## src/bspe_ram.sv

```systemverilog
// Generic single-write, single-read RAM with registered read data.
// No dependencies.
module bspe_ram #(
    parameter int WIDTH = 32,
    parameter int DEPTH = 32
) (
    input  logic                     aclk,
    input  logic                     we,
    input  logic [$clog2(DEPTH)-1:0] waddr,
    input  logic [WIDTH-1:0]         wdata,
    input  logic [$clog2(DEPTH)-1:0] raddr,
    output logic [WIDTH-1:0]         rdata
);

    logic [WIDTH-1:0] mem [DEPTH];

    // Write port and registered read port.
    always_ff @(posedge aclk) begin
        if (we) begin
            mem[waddr] <= wdata;
        end
        rdata <= mem[raddr];
    end

endmodule

```

## config.mk

```make
export PLATFORM = sky130hd
export DESIGN_NAME = bspe_ram
export DESIGN_NICKNAME = d
export VERILOG_FILES = /design/src/bspe_ram.sv
export SDC_FILE = /design/constraint.sdc
export NUM_CORES = 1
export LEC_CHECK = 0
export ABC_AREA = 1
export ABC_CLOCK_PERIOD_IN_PS = 3000
export BUFFER_PORTS_ARGS = -buffer_cell sky130_fd_sc_hd__buf_2
export CAP_MARGIN = 15
export CORE_MARGIN = 3
export CORE_UTILIZATION = 45
export DETAILED_ROUTE_END_ITERATION = 10
export SYNTH_ARGS = -nofsm -noshare
export SYNTH_HDL_FRONTEND = slang
export SYNTH_SLANG_ARGS = --single-unit
```

## constraint.sdc

```tcl
create_clock -name aclk -period 3 [get_ports aclk]
set_clock_uncertainty 0.05 [all_clocks]
set_input_delay 0 -clock aclk [delete_from_list [all_inputs] [get_ports aclk]]
set_output_delay 0 -clock aclk [all_outputs]
set_load 0.01 [all_outputs]
```

==> results by stage <==
Outcome:
- The run finished with clean final reports.

Timing:
- The fraction of the cycle the final worst path needs is 88.1%.
- Setup violations remaining at the end of the flow were counted as 0.
- Setup total negative slack on the finished layout was measured at 0 ns.
- Setup repair after global routing left no endpoint under its margin.
- The max-slew violation count came to 0.
- Based on the critical path, the design can be clocked at up to 378 MHz.
- The worst path needs 2.64 ns of the cycle, external delays included.
- The normalized max-slew margin is between 20% and 30%.
- The hold violation count in the final report came to 0.
- For the pin with the worst max-slew slack, the measured transition is 1.12 ns.

Power:
- The reported leakage power is ~18 nW.
- The worst IR drop on VDD is 0.000527 V.
- The ratio of total power to cell area is 649 nW/µm².

Detailed routing:
- The average wire per standard cell is between 20 and 25 µm.
- The detailed router placed 27.1k vias in this run.
- In this run the remaining antenna-violating nets after routing total 0.
- The number of iterations in the first detailed-routing pass is 5.
- For this run, design rule violations remaining after detail routing come to 0.
- After detailed routing, the total wire length is 113,000 µm.
- Dividing the detail-routed via count by the number of cells gives approximately 5.5.
- The DRC marker count from the first detailed-route iteration is 2,727.

Setup path:
- The critical path goes through dlygate4sd3_1 -> buf_8 -> inv_8 -> buf_12 -> nand3_1 -> nand3_1 -> nand2_1 -> nand2_1 -> dlygate4sd3_1 -> nand2_1 -> nand2_1 -> nand2_1 -> dlygate4sd3_1.
- Counting cells, the worst reg-to-reg path comes to 10.
- The highest-delay cell along the critical path is dlygate4sd3_1.
- Data on the critical path arrives at its endpoint at approximately 3.2 ns.
- The most critical setup path has its startpoint at raddr[1].
- Among cell families on the critical path, the largest total delay comes from buffers and inverters.
- The flop-to-flop setup slack is just over 0.8 ns.
- The number of buffers and inverters on the critical path is 6.
- The cell seen most often among critical-path stages is nand2_1.
- The worst setup path is of the input pin to flop kind.
- The startpoint identified for the worst register-to-register timing path is mem[9][31]$_DFFE_PP_.
- The maximum cell stage delay along the critical path is 0.57 ns.
- The worst register-to-register path ends at rdata[31]$_DFF_P_.
- The worst setup path is launched from an input pin.
- STA classifies the critical path endpoint as a flop.
- Along the worst path, the maximum fanout reaches between 40 and 50.
- STA puts the critical path data required time at 3.52 ns.

Layout:
- The post-synthesis to final-layout area growth is 12.9%.
- The top cell types in the final layout, fill and taps aside, are nand2_1, edfxtp_1, nand3_1.
- The final layout contains 3,678 nets.
- The most common cell after layout, fill and taps aside is nand2_1.
- At the end of the flow the core is filled with cells to 51.8%.
- Of the cells placed in the final design, the portion with a size suffix greater than 1 is 9.55%.

Clock network:
- The number of clock buffers inserted by TritonCTS is 106.
- The number of resized instances in the post-cts repair step is 0.
- The depth of the CTS H-tree is 3.
- The maximum clock path buffer count is 3.
- Clock latency on the worst-skew pair, taken at its later pin, is 0.68 ns.
- The CTS tree is done.
- The root buffer cell is clkbuf_16.
- The number of setup buffers added after CTS is 0.
- Clock-pin slew was measured on the worst setup and hold paths at about 0.060 ns.
- Clock tree synthesis found a total of around 1.1k sinks.

Min path:
- The class of the most critical hold timing path is input pin to flop.
- The startpoint of the worst hold path is raddr[0].
- Counting instances, the worst hold path has a depth of 9.
- For hold timing, the worst endpoint is rdata[0]$_DFF_P_.

Place:
- The number of buffers added on ports is 75.
- The congestion estimate from routability-driven global placement came to 0.752.
- The placed wire-length estimate is 59,000 µm.

Global route:
- The first global-routing pass estimated 169,000 µm of wire.
- The initial antenna violation count is 3.
- Entering global routing, the biggest net connects about 150 pins.
- Global routing used a little under a quarter of the available tracks.
- The total overflow left after global routing is 0.
- The via count of the first global-routing pass is between 20k and 30k.

Logic synthesis:
- Summing every instance area after synthesis gives 42,400 µm².
- The average instance area after synthesis is between 10 and 15 µm².
- The number of unique standard cell types used by synthesis is 14.
- Counting every net in the synthesized netlist gives between 3k and 4k.
- The flip-flop and latch count after synthesis is 1,056.
- The cell count after synthesis is about 3.5k.
- For this run, the number of Yosys warnings is 0.
- Summing the sequential cell areas from Yosys gives around 74% of the chip area.

Die:
- The total number of placement rows is 111.
- The die is ~310 µm wide.
- The full die area is 98,000 µm².
- The core region is 92,500 µm².
- The die is 313 µm tall.
- During I/O placement, the number of pins put on the boundary was 76.
- The initial utilization of the core area, before any placement, comes to 45.8%.

Run:
- The number of max-capacitance violations reported is 0.
==> power by group <==
part / switching (W) / internal, W
logic: 0.00139 / 0.000531
registers: 0.0000795 / 0.0164
clock network: 0.00556 / 0.00713
==> how the worst max path moves through the flow <==
stage	cells past startpoint	end
after floorplan	3	mem[0][0]$_DFFE_PP_
after global placement	6	mem[5][29]$_DFFE_PP_
after detailed placement	6	mem[5][25]$_DFFE_PP_
after CTS	13	rdata[31]$_DFF_P_
after global routing	13	rdata[31]$_DFF_P_
final	13	rdata[31]$_DFF_P_
==> state kept, by name (all words and copies together), names as in the netlist <==
name / count
rdata: 32
mem: 1024
==> Yosys cell counts <==
cell type | instances | area (µm²)
nor2_1 | 32 | 120
clkbuf_1 | 24 | 90.1
buf_4 | 24 | 180
buf_2 | 83 | 415
dfxtp_1 | 32 | 641
nand2_1 | 1440 | 5410
buf_1 | 18 | 67.6
inv_1 | 7 | 26.3
nand3_1 | 780 | 3900
inv_2 | 2 | 7.51
edfxtp_1 | 1024 | 30700
inv_8 | 1 | 11.3
buf_8 | 3 | 45.0
buf_6 | 66 | 743
==> worst reg2reg max path: stages, from the launching register on <==
cell and delay [ns]:
edfxtp_1 0.37, nand2_1 0.08, nand3_1 0.09, nand3_1 0.10
nand2_1 0.06, nand2_1 0.05, dlygate4sd3_1 0.54, nand2_1 0.05
nand2_1 0.05, nand2_1 0.06, dlygate4sd3_1 0.55
==> cell families after synthesis <==
| logic type | after synthesis | share of synthesized area, % |
|---|---|---|
| AND/OR/NAND/NOR | 2252 | 22.2 |
| buffers and inverters | 228 | 3.74 |
| flip-flops | 1056 | 74.0 |
==> what timing repair did <==
action | CTS | global route
endpoints found under the setup margin | 0 | 0
hold endpoints to repair | 1052 | 0
hold buffers | 38 | 0
==> cell type report <==
cell class / instances / area [µm²]
Antenna cell: 2 / 5.00
Clock buffer: 139 / 2880
Clock inverter: 62 / 459
Fill cell: 7928 / 44600
Inverter: 10 / 67.6
Multi-Input combinational cell: 2252 / 9670
Sequential cell: 1056 / 31400
Tap cell: 1243 / 1560
Timing Repair Buffer: 208 / 1870
==> metrics by stage <==
step	area, µm²	total power (W)	hold slack [ns]	std cells	setup slack (ns)
CTS	47900	0.0313	0.00643	4970	0.423
global placement	44200	0.0187	0.346	4731	0.887
floorplan	42400	0.0179	0.0489	3536	0.874
detailed placement	44200	0.0187	0.351	4731	0.929
finish	47900	0.0311	0.0514	4972	0.357
global route	47900	0.0321	0.0769	4971	0.281
==> per-layer routing <==
metal	vias to the layer above	part of all wire (%)	GRT usage, %
met5	-	0	0
met2	935	47	36.6
li1	12548	-	-
met1	13461	44	33.0
met3	180	6.6	2.94
met4	0	2.7	7.45
(Power assumes the default switching activity.)
