==> config.mk <==
export PLATFORM = sky130hd
export DESIGN_NAME = bspe_div
export DESIGN_NICKNAME = d
export VERILOG_FILES = /design/src/bspe_pkg.sv /design/src/bspe_div.sv
export SDC_FILE = /design/constraint.sdc
export NUM_CORES = 1
export LEC_CHECK = 0
export ABC_AREA = 1
export BUFFER_PORTS_ARGS = -buffer_cell sky130_fd_sc_hd__buf_4
export CAP_MARGIN = 10
export CORE_AREA = 2 2 141 143
export CTS_CLUSTER_SIZE = 12
export DETAILED_ROUTE_END_ITERATION = 8
export DIE_AREA = 0 0 143 145
export GPL_TIMING_DRIVEN = 0
export PLACE_DENSITY = 0.51
export SLEW_MARGIN = 20
export SYNTH_ARGS = -nofsm -noshare
export SYNTH_HDL_FRONTEND = slang
export SYNTH_SLANG_ARGS = --single-unit
export TNS_END_PERCENT = 10
==> constraint.sdc <==
create_clock -name aclk -period 2.8 [get_ports aclk]
set_input_delay 0.56 -clock aclk [delete_from_list [all_inputs] [get_ports aclk]]
set_output_delay 0.56 -clock aclk [all_outputs]
set_load 0.1 [all_outputs]
==> src/bspe_pkg.sv <==
// Package for the B-spline curve point evaluator.
// Holds function codes, register indexes, fixed widths and the divider request type.
// No dependencies.
package bspe_pkg;

    // Function codes carried by an input item.
    localparam logic [1:0] FUNC_KNOT  = 2'd0;
    localparam logic [1:0] FUNC_POINT = 2'd1;
    localparam logic [1:0] FUNC_EVAL  = 2'd2;

    // Configuration register indexes.
    localparam logic [1:0] REG_DEGREE = 2'd0;
    localparam logic [1:0] REG_KNOTS  = 2'd1;

    // Fixed widths.
    localparam int COORD_W = 32;
    localparam int POINT_W = 3 * COORD_W;
    localparam int IDX_W   = 9;
    localparam int DEG_W   = 4;
    localparam int ALPHA_W = 17;
    localparam int QUO_W   = 16;

    // Alpha equal to one in Q16.
    localparam logic [ALPHA_W-1:0] ONE_Q16 = 17'h10000;

    // Request to the shared divider.
    typedef struct packed {
        logic        start;
        logic [32:0] num;
        logic [32:0] den;
    } div_req_t;

endpackage

==> src/bspe_div.sv <==
// Restoring divider that produces the 16 fraction bits of num / den, one bit a cycle.
// Depends on bspe_pkg. The numerator is positive and below the denominator.
module bspe_div (
    input  logic                            aclk,
    input  logic                            aresetn,
    input  bspe_pkg::div_req_t              req,
    output logic [bspe_pkg::QUO_W-1:0]      quo,
    output logic                            done
);

    logic [33:0]               rem_reg;
    logic [32:0]               den_reg;
    logic [bspe_pkg::QUO_W-1:0] quo_reg;
    logic [4:0]                cnt_reg;
    logic                      busy_reg;
    logic                      done_reg;
    logic [33:0]               rem_dbl;
    logic                      fits;

    // One trial subtraction per cycle.
    assign rem_dbl = {rem_reg[32:0], 1'b0};
    assign fits    = rem_dbl >= {1'b0, den_reg};

    always_ff @(posedge aclk) begin
        if (!aresetn) begin
            busy_reg <= 1'b0;
            done_reg <= 1'b0;
            cnt_reg  <= '0;
        end else begin
            done_reg <= 1'b0;
            if (req.start) begin
                busy_reg <= 1'b1;
                cnt_reg  <= '0;
                rem_reg  <= {1'b0, req.num};
                den_reg  <= req.den;
                quo_reg  <= '0;
            end else if (busy_reg) begin
                rem_reg <= fits ? (rem_dbl - {1'b0, den_reg}) : rem_dbl;
                quo_reg <= {quo_reg[bspe_pkg::QUO_W-2:0], fits};
                cnt_reg <= cnt_reg + 5'd1;
                if (cnt_reg == 5'(bspe_pkg::QUO_W - 1)) begin
                    busy_reg <= 1'b0;
                    done_reg <= 1'b1;
                end
            end
        end
    end

    assign quo  = quo_reg;
    assign done = done_reg;

    // A result only follows a running division.
    a_done_after_busy: assert property (@(posedge aclk) disable iff (!aresetn)
        done |-> $past(busy_reg))
        else $error("divider done without a running division");

endmodule

==> flow_summary.ini, run 1 <==
[timing]
slew_headroom_pct = 52.6
fmax_mhz = 382
hold_violations = 0
fin_skew_ns = 0.0182
finalSetupViolCount = 0
timing.final.crit_share_pct = 93.5
drv_slew = 0
min_period_ns = 2.62
rsz0062_at_grt = no
tightest_slew_ns = 0.711

[finish]
final_cells = 1322
layout.nets = 1157
diodes = 0
final_common_cell = nand2_1
syn_to_final_growth_pct = 20.0
final_cell_area_mm2 = 0.00789
final.fill_count = 2131
final_cell_mix = nand2_1, inv_1, buf_4, edfxtp_1, nor2_1
drive_above_1_share_pct = 12.3

[clock_tree]
cts_tree = yes
cts_setup_buffers = 0
clkSinkCount = 89
cts_max_level = 3
cts_made_buffers = 9
root_buffer = clkbuf_16
postCtsHoldBufs = 0
cts_resized = 0
clkTransAtPathRegs_ns = 0.09
cts_buffer_depth = 2
insertion_delay_ns = 0.38

[detailed_routing]
wirelength_mm = 18.8
drtIter0Drc = 322
met1Wirelength_mm = 9.58
vias = 5819
viasPerCell = 4.40
dr_wl_met3_um = 678
top_layer_used = met4
wl_met2_mm = 8.40
post_drt_wl_per_cell_um = 14.3
drc = 0
first_pass_iters = 5
ant_nets = 0

[logic_synthesis]
seq_area_frac_synth_pct = 39.6
synth_largest_area_cell = edfxtp_1
syn_avg_cell_area_um2 = 6.88
yosys_register_bits = 89
syn_inst = 956
yosysWarnings = 0
syn_area_mm2 = 0.00658
ys_types = 34
syn_nets = 1061
synthTopCellsByArea = edfxtp_1, nand2_1, inv_1, ha_1, nand3_1
synth_edf_count = 82
async_reset_ff_share_pct = 0
yosysTopAreaCellShare_pct = 37.4
synth_top_flop_cell = edfxtp_1

[place]
postPlaceCellArea_mm2 = 0.00757
port_buffers = 84
dp_hpwl_mm = 15.1
gp_congestion = 0.893
placed_cells = 1306

[run_status]
status = finished clean

[pwr]
power_density_mw_per_mm2 = 604
peakVddDrop_uv = 290
p_leak_nw = 4.20

[setup_path]
start_kind = flop
path_class = flop to flop
worstPathArrival_ns = 2.74
cp_data_required_time_ns = 2.92
worst_setup_path_end_kind = flop
worstPathMaxFanout = 10

[floorplanning]
start_util_pct = 34.2
dieHeight_um = 145
die_w_um = 143
rows = 51
die-area_mm2 = 0.0207
fp.coreArea_mm2 = 0.0192
ios = 86

[run]
cap_violations = 0

[global_routing]
grt_pass1_wl_mm = 30.0
grt-ovfl-total = 0
track_usage_pct = 19.0
grt_max_degree = 50
grt_pass1_vias = 5704
antenna_found_initial = 0

[worst_hold_path]
hp-class = input port to flop
-- metrics by stage --
step	hold slack (ns)	setup slack, ns	power (mW)	setup TNS (ns)	utilization (%)
2_1_floorplan	0.471	0.216	2.98	0	-
3_3_place_gp	0.487	-0.807	3.48	-46.45	39.3
3_5_place_dp	0.495	0.150	3.49	0	39.4
4_1_cts	0.349	0.129	4.81	0	41.0
5_1_grt	0.341	0.00917	5.11	0	41.1
6_report	0.354	0.183	4.76	0	41.1
-- kinds of logic after synthesis --
group | Yosys count | share of synthesized area (%)
compound gates | 22 | 1.84
simple gates | 575 | 36.8
flops | 89 | 39.6
fa+ha+maj | 36 | 6.96
xor+xnor | 15 | 2.00
buf+inv | 219 | 12.9
-- layer usage --
| layer | vias up | track usage, % |
|---|---|---|
| met5 | - | 0 |
| met4 | 0 | 4.50 |
| met3 | 10 | 2.90 |
| met2 | 110 | 29.4 |
| met1 | 2585 | 27.7 |
| li1 | 3114 | - |
-- power by group --
group          leakage, nW  total [mW]  internal [mW]  switching, mW
clock network        0.151        1.31          0.642          0.663
registers            0.846        1.68           1.62         0.0614
logic                 3.20        1.78          0.605           1.17
total                 4.20        4.76           2.87           1.90
-- cell usage after synthesis, types with 8 or more instances --
cell      number
nand2_1      394
inv_1        198
edfxtp_1      82
nor2_1        62
nand3_1       58
ha_1          35
nand3b_1      23
a21oi_1       15
xnor2_1       13
and2_1         9
clkbuf_1       8
-- worst paths after layout --
path | start | end | slack [ns] | cells past startpoint
hold / removal | req[26] | den_reg[26]$_DFFE_PP_ | 0.35 | 1
hold reg to reg | cnt_reg[4]$_SDFFE_PP0P_ | cnt_reg[4]$_SDFFE_PP0P_ | 0.50 | 2
setup / recovery | rem_reg[19]$_DFFE_PP_ | rem_reg[29]$_DFFE_PP_ | 0.18 | 11
setup reg to reg | rem_reg[19]$_DFFE_PP_ | rem_reg[29]$_DFFE_PP_ | 0.18 | 11
-- critical path, cell delays in order, from the launching register on --
cell,delay (ns)
edfxtp_1,0.39
ha_1,0.43
nand2_1,0.13
nor2_1,0.23
nand2_1,0.12
nor4_2,0.23
nand2_2,0.21
nand2_4,0.15
buf_4,0.21
nand3_1,0.12
nand2_1,0.09
nand2_1,0.05
-- cell type report --
type	count	area, µm²	area share [%]
multi-input cells	648	3150	39.9
clock inverters	7	83.8	1.06
clock buffers	9	225	2.85
well taps	265	332	4.20
flip-flops and latches	89	2600	33.0
repair buffers	85	658	8.34
inverters	202	758	9.61
plain buffers	17	87.6	1.11
Note: power is estimated with default switching activity, not from simulation.
==> run 2, diff against run 1 <==
--- a/config.mk
+++ b/config.mk
@@ -12,7 +12,6 @@
 export CTS_CLUSTER_SIZE = 12
 export DETAILED_ROUTE_END_ITERATION = 8
 export DIE_AREA = 0 0 143 145
-export GPL_TIMING_DRIVEN = 0
 export PLACE_DENSITY = 0.51
 export SLEW_MARGIN = 20
 export SYNTH_ARGS = -nofsm -noshare
==> run 2 against run 1 <==
Sequential share of layout area about the same. Register-to-register slack better by 0.09 ns. Clock-buffer cell count unchanged. Critical path depth up 2. Critical path type unchanged. First-iteration DRC count down 10%. Clock skew down 0.0050 ns. Cell area down 0.13%. Via count down 1.0%. Global-route usage down 0.66 points. Combinational power about the same. Final cell count down 0.30%.
==> flow_summary.ini, run 2 (synthesis gave the netlist of run 1 again) <==
[detailed_routing]
wirelength_mm = 18.2
first_pass_iters = 4
viasPerCell = 4.37
drc = 0
vias = 5759
ant_nets = 0
drtIter0Drc = 289
post_drt_wl_per_cell_um = 13.8

[global_routing]
grt-ovfl-total = 0
track_usage_pct = 18.3
grt_max_degree = 36
grt_pass1_wl_mm = 29.6
grt_pass1_vias = 5503
antenna_found_initial = 0

[finish]
multi_input_area_mm2 = 0.00313
final_cell_mix = nand2_1, inv_1, buf_4, edfxtp_1, nor2_1
layout.nets = 1153
final_common_cell = nand2_1
final_cells = 1318
syn_to_final_growth_pct = 19.9
diodes = 0
final.fill_count = 2046
final_core_util_pct = 41.0
final_cell_area_mm2 = 0.00788
regArea_mm2 = 0.00260
drive_above_1_share_pct = 12.5

[floorplanning]
die_w_um = 143
ios = 86
start_util_pct = 34.2
dieHeight_um = 145
fp.coreArea_mm2 = 0.0192
die-area_mm2 = 0.0207
rows = 51

[clock_tree]
insertion_delay_ns = 0.36
postCtsHoldBufs = 0
cts_setup_buffers = 0
cts_buffer_depth = 2
clkTransAtPathRegs_ns = 0.08
cts_resized = 0
cts_made_buffers = 9
cts_tree = yes
cts_max_level = 3
root_buffer = clkbuf_16
clkSinkCount = 89

[setup_path]
worst_setup_path_end_kind = flop
worstPathMaxFanout = 18
start_kind = flop
rrSetupSlack_ns = 0.27
worstPathArrival_ns = 2.64
path_class = flop to flop
cp_data_required_time_ns = 2.91
rr_worst_depth = 13

[worst_hold_path]
min_path_cells = 1
hp-class = input port to flop

[timing]
min_period_ns = 2.53
rsz0062_at_grt = no
hold_violations = 0
finalSetupTns_ns = 0
fmax_mhz = 396
drv_slew = 0
timing.final.crit_share_pct = 90.3
slew_headroom_pct = 70.4
fin_skew_ns = 0.0132
hold_ws_ns = 0.373
finalSetupViolCount = 0
tightest_slew_ns = 0.443

[place]
port_buffers = 85
postPlaceCellArea_mm2 = 0.00758
gp_congestion = 0.920
placed_cells = 1302
dp_hpwl_mm = 14.6

[run_status]
status = finished clean

[run]
cap_violations = 0

[pwr]
peakVddDrop_uv = 400
p_leak_nw = 4.22
power_density_mw_per_mm2 = 595
run 2: changes by cell type in the layout (fill, tap and decap cells not counted), moves of 2 or more:
| cell | change |
|---|---|
| buf_12 | +2 |
| buf_2 | -4 |
| buf_4 | +9 |
| clkbuf_1 | -8 |
| clkinv_4 | +2 |
run 2: layout make-up:
type	count	share of cell area (%)
Inverter	202	9.62
Clock inverter	7	0.936
Timing Repair Buffer	98	9.65
Sequential cell	89	33.0
Clock buffer	9	2.86
Multi-Input combinational cell	648	39.7
Tap cell	265	4.21
run 2: worst max-delay path, cell delays in order, from the launching register on:
cell and delay (ns):
edfxtp_1 0.39, ha_1 0.40, nand2_1 0.18, nor2_1 0.18
nand3_1 0.12, nand3_2 0.13, nand2_1 0.08, nand2_1 0.10
nand2_2 0.08, nand2_4 0.19, buf_12 0.19, nand2_1 0.06
nand3_1 0.11, nand2_1 0.06
run 2: path summary, 6_finish.rpt:
check	startpoint	endpoint
min reg2reg	cnt_reg[4]$_SDFFE_PP0P_	cnt_reg[4]$_SDFFE_PP0P_
max	rem_reg[1]$_DFFE_PP_	rem_reg[15]$_DFFE_PP_
min	req[23]	den_reg[23]$_DFFE_PP_
max reg2reg	rem_reg[1]$_DFFE_PP_	rem_reg[15]$_DFFE_PP_
run 2: power by group:
part           switching (mW)  internal (mW)  leakage (nW)
Combinational            1.16          0.616          3.23
Sequential             0.0579           1.62         0.846
Clock                   0.608          0.631         0.147
run 2: through the flow:
stage                     total power, mW  setup WS (ns)
after floorplan                      2.98          0.216
after global placement               3.49          0.286
after detailed placement             3.49          0.286
after CTS                            4.73          0.243
after global routing                 5.03         0.0502
final                                4.69          0.272
run 2: per-layer routing:
metal	global-route usage, %	vias up	wire [µm]
met5	0	-	0
met2	27.6	92	7750
met1	27.5	2557	9560
met4	3.76	0	210
met3	3.10	12	716
li1	-	3098	-
