File: config.mk
export PLATFORM = sky130hd
export DESIGN_NAME = bspe_mul
export DESIGN_NICKNAME = d
export VERILOG_FILES = /design/src/bspe_pkg.sv /design/src/bspe_mul.sv
export SDC_FILE = /design/constraint.sdc
export NUM_CORES = 1
export LEC_CHECK = 0
export ABC_AREA = 1
export BUFFER_PORTS_ARGS = -buffer_cell sky130_fd_sc_hd__buf_2
export CAP_MARGIN = 10
export CORE_UTILIZATION = 40
export CTS_BUF_LIST = sky130_fd_sc_hd__clkbuf_16
export CTS_CLUSTER_DIAMETER = 200
export DETAILED_ROUTE_END_ITERATION = 7
export SKIP_CTS_REPAIR_TIMING = 1
export SKIP_LAST_GASP = 1
export SYNTH_ARGS = -nofsm -noshare
export SYNTH_HDL_FRONTEND = slang
export SYNTH_SLANG_ARGS = --single-unit
File: constraint.sdc
create_clock -name aclk -period 11.6 [get_ports aclk]
set_input_delay 0.58 -clock aclk [delete_from_list [all_inputs] [get_ports aclk]]
set_output_delay 0.58 -clock aclk [all_outputs]
set_load 0.02 [all_outputs]
File: src/bspe_pkg.sv
// Package for the B-spline curve point evaluator.
// Holds function codes, register indexes, fixed widths and the divider request type.
// No dependencies.
package bspe_pkg;

    // Function codes carried by an input item.
    localparam logic [1:0] FUNC_KNOT  = 2'd0;
    localparam logic [1:0] FUNC_POINT = 2'd1;
    localparam logic [1:0] FUNC_EVAL  = 2'd2;

    // Configuration register indexes.
    localparam logic [1:0] REG_DEGREE = 2'd0;
    localparam logic [1:0] REG_KNOTS  = 2'd1;

    // Fixed widths.
    localparam int COORD_W = 32;
    localparam int POINT_W = 3 * COORD_W;
    localparam int IDX_W   = 9;
    localparam int DEG_W   = 4;
    localparam int ALPHA_W = 17;
    localparam int QUO_W   = 16;

    // Alpha equal to one in Q16.
    localparam logic [ALPHA_W-1:0] ONE_Q16 = 17'h10000;

    // Request to the shared divider.
    typedef struct packed {
        logic        start;
        logic [32:0] num;
        logic [32:0] den;
    } div_req_t;

endpackage

File: src/bspe_mul.sv
// Shared multiplier: unsigned Q16 weight times a signed Q16.16 coordinate.
// Depends on bspe_pkg. The product is registered.
module bspe_mul (
    input  logic                              aclk,
    input  logic [bspe_pkg::ALPHA_W-1:0]      weight,
    input  logic signed [bspe_pkg::COORD_W-1:0] coord,
    output logic signed [49:0]                prod
);

    logic signed [17:0] weight_s;
    logic signed [49:0] prod_next;

    // Weight is never negative, so it takes a zero sign bit.
    assign weight_s  = $signed({1'b0, weight});
    assign prod_next = weight_s * coord;

    always_ff @(posedge aclk) begin
        prod <= prod_next;
    end

endmodule

==> results, run 1 <==
- The flow ran to the end, and the final reports show no timing, DRC or antenna violations.
- The clock tree from TritonCTS is built.
- The kind of critical path is in2reg.
- The number of design rule violations left after detail routing is 0.
- Traced cell by cell, the critical path runs through buf_2, nand2_1, fa_1, fa_1, inv_1, fa_1, inv_1, fa_1, fa_1, fa_1, inv_1, ha_1, inv_1, nor3_2, nand2_1, nor2_1, inv_1, nor2_1, nand2_1, nand3_1, nand2_1, nand2_1.
- The area share of the largest cell type after synthesis is a little under half.
- The count of H-tree levels built during CTS is 2.
- The detailed-router iteration count before antenna repair is 5.
- Setup repair after global routing left no endpoint under its margin.
- The number of buffers created by CTS is 5.
- The final hold violation count is 0.
- The mean instance size in the synthesized netlist is 7.230 um2.
- Data on the critical path is required at its endpoint by 11.85 ns.
- Summing the sequential cell areas from Yosys gives 4.433% of the chip area.
- The global routing stage identified its most utilized layer as met2.
- Together, buffers and inverters on the worst path number 6.
- The clock passes through at most 2 buffers.
- The final wirelength is 60,840 um.
- Global routing used 22.65% of the available tracks across all layers.
- The critical-path maximum fanout is 32.
- Counting the fill cells in the layout gives 5,774.
- Synthesis instantiated 25 different standard cells from the library.
- The floorplan has 86 rows.
- In the final layout, the registers with the most flip-flops are prod (50).
- The max-capacitance violation count is 0.
- The flip-flop and latch count after synthesis is 50.
- The number of antenna diodes is 0.
- The count of final max-slew check failures is 0.
- The total stage count of the critical path is 22.
- The hold-critical path depth is 3.
- The delay of the slowest cell on the worst path is 0.70 ns.
- In the post-synthesis netlist, the cell with the most instances is sky130_fd_sc_hd__inv_1.
- For this configuration, the core starts out at a cell density of 40.75%.
- Summed over all failing endpoints, the final setup total negative slack is 0 ns.
- The proportion of register bits with asynchronous set or reset after synthesis is 0%.
- The synthesized instance count is approximately 3,100.
- For the worst setup path, the data arrival time is 6.60 ns.
- The mapped netlist covers about 23,000 um2.
- Global routing used under 10% of the available met3 tracks.
- The clock-pin slew reported for the worst setup and hold paths after clock tree synthesis is 0.08 ns.
- The worst setup path is launched from an input port.
- The met2 global-route usage is a little over two fifths.
- The detailed router placed 17,520 vias in this run.
- The top register by number of flip-flops is prod.
- In this design, the largest share of critical-path delay is due to adder cells.
- In the routed layout, each cell is associated on average with a via count of 4.533.
- Across the whole layout, storage elements account for 1001 um2.
- Measured along the x axis, the die boundary spans 239.6 um.
- Measured against its own limit, the worst slew margin works out to 33.25%.
- Of the cells placed in the final design, the portion with a size suffix greater than 1 is 6.065%.
- The first-pass GRT wire length is ~100,000 um.
- STA classifies the critical path endpoint as a flop.
- The library cell used as clock root buffer is sky130_fd_sc_hd__clkbuf_16.
- The area of the core is around 55,000 um2.
- The peak clock frequency supported by timing is 157.4 MHz.
- The detailed-route wire length per cell is around 16 um.
- The number of global-route vias before repair was ~19,000.
- The final layout contains 3,804 nets.
- Counting instances in the post-synthesis netlist gives the leading cell types as sky130_fd_sc_hd__inv_1, sky130_fd_sc_hd__nand2_1, sky130_fd_sc_hd__fa_1.
- The floorplan step defined a die boundary enclosing 57,410 um2.
- The total of endpoints with negative setup slack in the final report is 0.
- The total congestion overflow after global routing is 0.
- The register with the most flip-flops in the layout has 50 of them.
- The maximum number of pins on one net before global-route repair is 33.
- Relative to the synthesized area, the layout overhead comes to 5.142%.
- Global routing used 28.80% of the available met1 tracks.
- After synthesis, the cell types taking the most area are sky130_fd_sc_hd__fa_1, sky130_fd_sc_hd__inv_1, sky130_fd_sc_hd__nand2_1, sky130_fd_sc_hd__ha_1, sky130_fd_sc_hd__dfxtp_1.
- The total nets after synthesis is between 3,000 and 4,000.
- Once detail routing completed, the nets flagged for antenna violations numbered 0.
- The most used flip-flop cell after synthesis is sky130_fd_sc_hd__dfxtp_1.
- The worst min-delay path category is in2reg.
- In this run the vertical extent of the chip is around 240 um.
- The number of enable-type register cells in the synthesized netlist is 0.
- The number of antenna violations at the first check in global routing is 1.
- The multi-input combinational cell area is 16,790 um2.
- The slowest stage of the critical path is the sky130_fd_sc_hd__fa_1 cell.
- Counting every sink on the clock net gives 50.
- The smallest clock period supported by the final layout is computed as 6.351 ns.
- At the end of routability-driven placement, the weighted congestion stood at just over 0.9.
- Pin placement for this block handled 100 I/O pins.
- Of all cell types, the one taking the most synthesized area is sky130_fd_sc_hd__fa_1.
- The most numerous cell on the critical path is sky130_fd_sc_hd__fa_1.
- The worst-margin pin slew is approximately 1 ns.
- The wire-length estimate of the detail-placed layout is slightly below 50,000 um.
- The number of I/O port buffers is between 90 and 100.
- The yosys synthesis warning count is 0.
- After layout, the worst path uses 54.75% of the clock period.
- The iteration-0 DRC count of the detailed router is 1,043.
metrics by stage:
step | util, % | instance area, um2 | setup slack (ns) | instances | hold WS [ns]
after floorplan | - | 22580 | 5.700 | 3123 | 0.6735
final | 42.84 | 23740 | 5.249 | 3864 | 0.8025
after detailed placement | 42.56 | 23590 | 4.937 | 3856 | 0.9978
after global routing | 42.84 | 23740 | 4.846 | 3864 | 0.8265
after CTS | 42.84 | 23740 | 5.265 | 3864 | 0.7845
after global placement | 42.56 | 23590 | 5.001 | 3856 | 0.9949
per-layer routing:
layer  routed length, um  part of all wire [%]
met1               25970                    43
met4                1357                   2.2
met3                2554                   4.2
met5                  13                 0.021
met2               30950                    51
cells in the final DEF (no fill, tap or decap):
master	n
sky130_fd_sc_hd__a21oi_2	1
sky130_fd_sc_hd__nor3_1	3
sky130_fd_sc_hd__nor2_1	53
sky130_fd_sc_hd__buf_2	99
sky130_fd_sc_hd__nand4_1	13
sky130_fd_sc_hd__ha_1	118
sky130_fd_sc_hd__clkbuf_16	5
sky130_fd_sc_hd__xnor2_1	3
sky130_fd_sc_hd__nand2_2	14
sky130_fd_sc_hd__dfxtp_1	50
sky130_fd_sc_hd__a21o_1	1
sky130_fd_sc_hd__inv_2	23
sky130_fd_sc_hd__buf_4	1
sky130_fd_sc_hd__clkinv_4	2
sky130_fd_sc_hd__o21bai_1	5
sky130_fd_sc_hd__clkinv_1	1
sky130_fd_sc_hd__nand3_2	4
sky130_fd_sc_hd__nor3_2	11
sky130_fd_sc_hd__inv_1	1138
sky130_fd_sc_hd__o211ai_2	1
sky130_fd_sc_hd__nor2_4	7
sky130_fd_sc_hd__nand3b_1	2
sky130_fd_sc_hd__fa_1	521
sky130_fd_sc_hd__a21oi_1	23
sky130_fd_sc_hd__nand2_1	920
sky130_fd_sc_hd__nor2_2	20
sky130_fd_sc_hd__inv_8	1
sky130_fd_sc_hd__nand3_1	53
sky130_fd_sc_hd__xor2_1	23
final cells by class:
type | count | share of cell area [%]
multi-input cells | 1796 | 70.70
inverters | 1162 | 18.37
flip-flops and latches | 50 | 4.216
well taps | 748 | 3.942
repair buffers | 100 | 2.119
clock buffers | 5 | 0.5270
clock inverters | 3 | 0.1212
path summary, 6_finish.rpt:
| check | slack (ns) | start | to |
|---|---|---|---|
| min | 0.80 | coord[0] | prod[0] |
| max | 5.25 | weight[3] | prod[49] |
cells by family after synthesis:
| kind of cell | synth area share, % |
|---|---|
| buffers and inverters | 21.23 |
| adders and majority gates | 52.73 |
| AOI/OAI and AO/OA | 0.8035 |
| and+or+nand+nor | 19.80 |
| DFF | 4.433 |
| xor gates and xnor gates | 1.008 |
Power of run 1 is left out: the tool's default activity adds up to more than one toggle a clock period on the data nets, which glitch-free logic cannot reach.
==> run 2: changes to the inputs <==
--- a/config.mk
+++ b/config.mk
@@ -5,7 +5,7 @@
 export SDC_FILE = /design/constraint.sdc
 export NUM_CORES = 1
 export LEC_CHECK = 0
-export ABC_AREA = 1
+export ABC_AREA = 0
 export BUFFER_PORTS_ARGS = -buffer_cell sky130_fd_sc_hd__buf_2
 export CAP_MARGIN = 10
 export CORE_UTILIZATION = 40
==> constraint.sdc (replaced) <==
create_clock -name aclk -period 5.4 [get_ports aclk]
set_input_delay 0.27 -clock aclk [delete_from_list [all_inputs] [get_ports aclk]]
set_output_delay 0.27 -clock aclk [all_outputs]
set_load 0.02 [all_outputs]
==> results, run 2 <==
- The flow ran to the end, but the final reports show violations.
- The checks that failed: negative setup slack.
- The most used flip-flop cell after synthesis is sky130_fd_sc_hd__dfxtp_1.
- The number of nets at the end of the flow was 3,302 (-13%).
- The endpoint arrival time on the critical path is 6.02 ns (-0.58 ns).
- The remaining number of nets flagged by the antenna check after routing was 0 (unchanged).
- The sum of negative setup slack came to -4.786 ns (-4.786 ns).
- The count of final max-slew check failures came to 0 (unchanged).
- The clock-pin slew reported for the worst setup and hold paths after clock tree synthesis is 0.07 ns (about the same).
- The startpoint type of the worst setup path is an input port.
- Of all cell types, the one taking the most synthesized area is sky130_fd_sc_hd__fa_1.
- The final non-filler cell area came to 25,480 um2 (+7.3%).
- The number of antenna diodes is 0 (unchanged).
- The clock tree from TritonCTS is built.
- The I/O pin count is 100 (unchanged).
- The mean instance size in the synthesized netlist was 9.027 um2 (+25%).
- The worst hold path begins at weight[0].
- The maximum number of pins on one net before global-route repair is 26 (-21%).
- The iteration-0 DRC count of the detailed router is 574 (-45%).
- The critical path is of the in2reg type.
- Dividing the final minimum period by the clock period gives 107.8%.
- The synthesized instance count is 2,266 (-27%).
- The number of clock sinks is 50 (unchanged).
- The critical-path maximum fanout is 24 (-25%).
- prod holds more flip-flops than any other register.
- The count of H-tree levels built during CTS is 2 (unchanged).
- The total standard cell area after synthesis is 20,460 um2 (-9.4%).
- The clock tree buffer depth is 2 (unchanged).
- The flip-flop and latch count after synthesis is 50 (unchanged).
- Derived from the worst setup path, the maximum achievable clock frequency is 171.8 MHz.
- The floorplan die area is 52,050 um2 (-9.3%).
- Tracing the worst setup path back leads to its startpoint at weight[4].
- The number of antenna violations at the first check in global routing was 1 (unchanged).
- The area of the core is 50,270 um2 (-9.3%).
- The number of I/O port buffers was 99 (unchanged).
- Setup repair after global routing could not meet its margin everywhere.
- The placement row count is 82 (-4.7%).
- The number of vias per cell after detailed routing was 4.793 (+5.7%).
- The global routing usage on met1 was 27.05% (-1.8 points).
- The worst min-delay path category is in2reg.
- The weighted congestion at the end of routability-driven global placement is 0.8975 (-1.8%).
- The global-route usage over all layers is 22.77% (+0.12 points).
- The first-pass GRT wire length is 92,790 um (-7.6%).
- The count of unique library cells instantiated by Yosys is 57 (+130%).
- The worst setup path is captured at a flop.
- The sequential cell area fraction in the yosys report is 4.893% (+0.46 points).
- The top cell types in the final layout, fill and taps aside, are sky130_fd_sc_hd__inv_1, sky130_fd_sc_hd__fa_1, sky130_fd_sc_hd__and2_1, sky130_fd_sc_hd__buf_4, sky130_fd_sc_hd__nand2_1.
- The placed instance area is 24,230 um2 (+2.7%).
- The total of endpoints with negative setup slack in the final report is 19 (+19).
- The proportion of register bits with asynchronous set or reset after synthesis is 0% (unchanged).
- The number of fill cells was 4,746 (-18%).
- The final wirelength is 58,060 um (-4.6%).
- The commonest cells after synthesis are sky130_fd_sc_hd__inv_1, sky130_fd_sc_hd__fa_1, sky130_fd_sc_hd__and2_1.
- In the post-synthesis netlist, the biggest area contributors are sky130_fd_sc_hd__fa_1, sky130_fd_sc_hd__inv_1, sky130_fd_sc_hd__and2_1, sky130_fd_sc_hd__ha_1, sky130_fd_sc_hd__dfxtp_1.
- met2 is the most crowded layer.
- The area growth from synthesis to layout is 24.54%.
- The max-capacitance violation count was 0 (unchanged).
- The number of global-route vias before repair is 18,090 (-5.1%).
- The number of design rule violations left after detail routing came to 0 (unchanged).
- The library cell used most frequently in the layout, excluding fill and tap cells, is sky130_fd_sc_hd__inv_1.
- The worst-margin pin slew is 0.5280 ns (-0.4732 ns).
- The number of flip-flops under the largest register name is 50 (unchanged).
- The total congestion overflow after global routing is 0 (unchanged).
- The number of enable-type register cells in the synthesized netlist is 0 (unchanged).
- The effective utilization at floorplan is 40.69% (-0.058 points).
- The met3 routing resource usage after global routing came to 2.350% (+0.94 points).
- The largest registers in the layout are prod (50).
- The post-route worst setup slack is -0.4221 ns (-5.671 ns).
- The y dimension of the die was 228.1 um (-4.8%).
- The yosys synthesis warning count is 0 (unchanged).
- The via count of the routed design is 15,750 (-10%).
- The detailed-route wire length per cell came to 17.67 um (+12%).
- The share of final-layout standard cells stronger than drive strength 1 is 21.84% (+16 points).
- Subtracting the final worst setup slack from the clock period gives 5.822 ns.
- The final hold violation count is 0 (unchanged).
- The half-perimeter wire length of the detailed placement result is 48,650 um (+0.11%).
- The required time of the critical path came to 5.60 ns (-6.25 ns).
- The number of buffers created by CTS is 5 (unchanged).
- The headroom to the max-slew limit is 64.43% (+31 points).
- The horizontal die dimension is 228.1 um (-4.8%).
- The detailed-router iteration count before antenna repair is 5 (unchanged).
- The library cell used as clock root buffer is sky130_fd_sc_hd__clkbuf_16.
- The met2 global-route usage is 42.69% (+0.89 points).
- The area share of the largest cell type after synthesis is 50.99% (+4.8 points).
- The most used standard cell by instance count after synthesis is sky130_fd_sc_hd__inv_1.
- The total nets after synthesis is 2,955 (-22%).
==> run 2: changes by cell type after synthesis, sizes merged, moves of 9 or more <==
cell / before / now
a31oi: 0 / 10
and2: 0 / 327
nand2: 934 / 257
xor2: 23 / 14
xnor2: 3 / 36
a21o: 1 / 14
o21ai: 0 / 23
a21oi: 24 / 50
nor3: 14 / 3
clkbuf: 115 / 90
nor2: 80 / 25
nand3: 57 / 10
inv: 1161 / 652
==> run 2: worst paths after layout <==
check  slack, ns  cells after the start        to
min         0.39                      2   prod[0]
max        -0.42                     23  prod[48]
==> run 2: cell type report <==
type,instances,area (um2),area share (%)
clock buffer,5,125.1,0.4911
sequential,50,1001,3.929
timing repair buffer,432,3777,14.83
multi-input combinational,1472,17240,67.66
inverter,652,2447,9.607
clock inverter,3,47.55,0.1866
tap,672,840.8,3.300
==> run 2: through the flow <==
stage               hold WS, ns  worst slack, ns  cells  util (%)
global placement         0.6866          -0.9955   3244     48.19
global route             0.4058          -0.6302   3286     50.67
detailed placement       0.6850           -1.037   3244     48.19
CTS                      0.3817          -0.7134   3252     48.53
floorplan                0.3917          -0.4298   2266         -
finish                   0.3893          -0.4221   3286     50.67
==> run 2: critical path, stage by stage <==
cell and delay, ns:
sky130_fd_sc_hd__buf_12 0.14, sky130_fd_sc_hd__and2_4 0.15, sky130_fd_sc_hd__fa_1 0.51, sky130_fd_sc_hd__inv_2 0.04
sky130_fd_sc_hd__fa_1 0.58, sky130_fd_sc_hd__fa_1 0.44, sky130_fd_sc_hd__fa_1 0.49, sky130_fd_sc_hd__inv_1 0.05
sky130_fd_sc_hd__fa_1 0.49, sky130_fd_sc_hd__inv_2 0.04, sky130_fd_sc_hd__fa_2 0.59, sky130_fd_sc_hd__inv_2 0.06
sky130_fd_sc_hd__ha_4 0.25, sky130_fd_sc_hd__a21oi_2 0.14, sky130_fd_sc_hd__o21ai_2 0.08, sky130_fd_sc_hd__or3_4 0.34
sky130_fd_sc_hd__o22ai_4 0.25, sky130_fd_sc_hd__o31ai_4 0.15, sky130_fd_sc_hd__a211oi_2 0.24, sky130_fd_sc_hd__o31a_2 0.19
sky130_fd_sc_hd__nor3_2 0.05, sky130_fd_sc_hd__a2111oi_2 0.32, sky130_fd_sc_hd__xnor2_1 0.11
==> run 2: per-layer routing <==
layer  up-vias  share of wire, %
li1       7116                 -
met1      8134                40
met2       389                52
met3       108               3.9
met4         2               3.2
met5         -             0.022
==> run 2: cell families after synthesis <==
kind of cell,synth area share (%)
adders and majority gates,58.21
buffers and inverters,13.66
AOI/OAI and AO/OA,4.569
DFF,4.893
xor gates and xnor gates,2.141
and+or+nand+nor,16.48
muxes,0.04893
Power of run 2 is left out for the same reason.
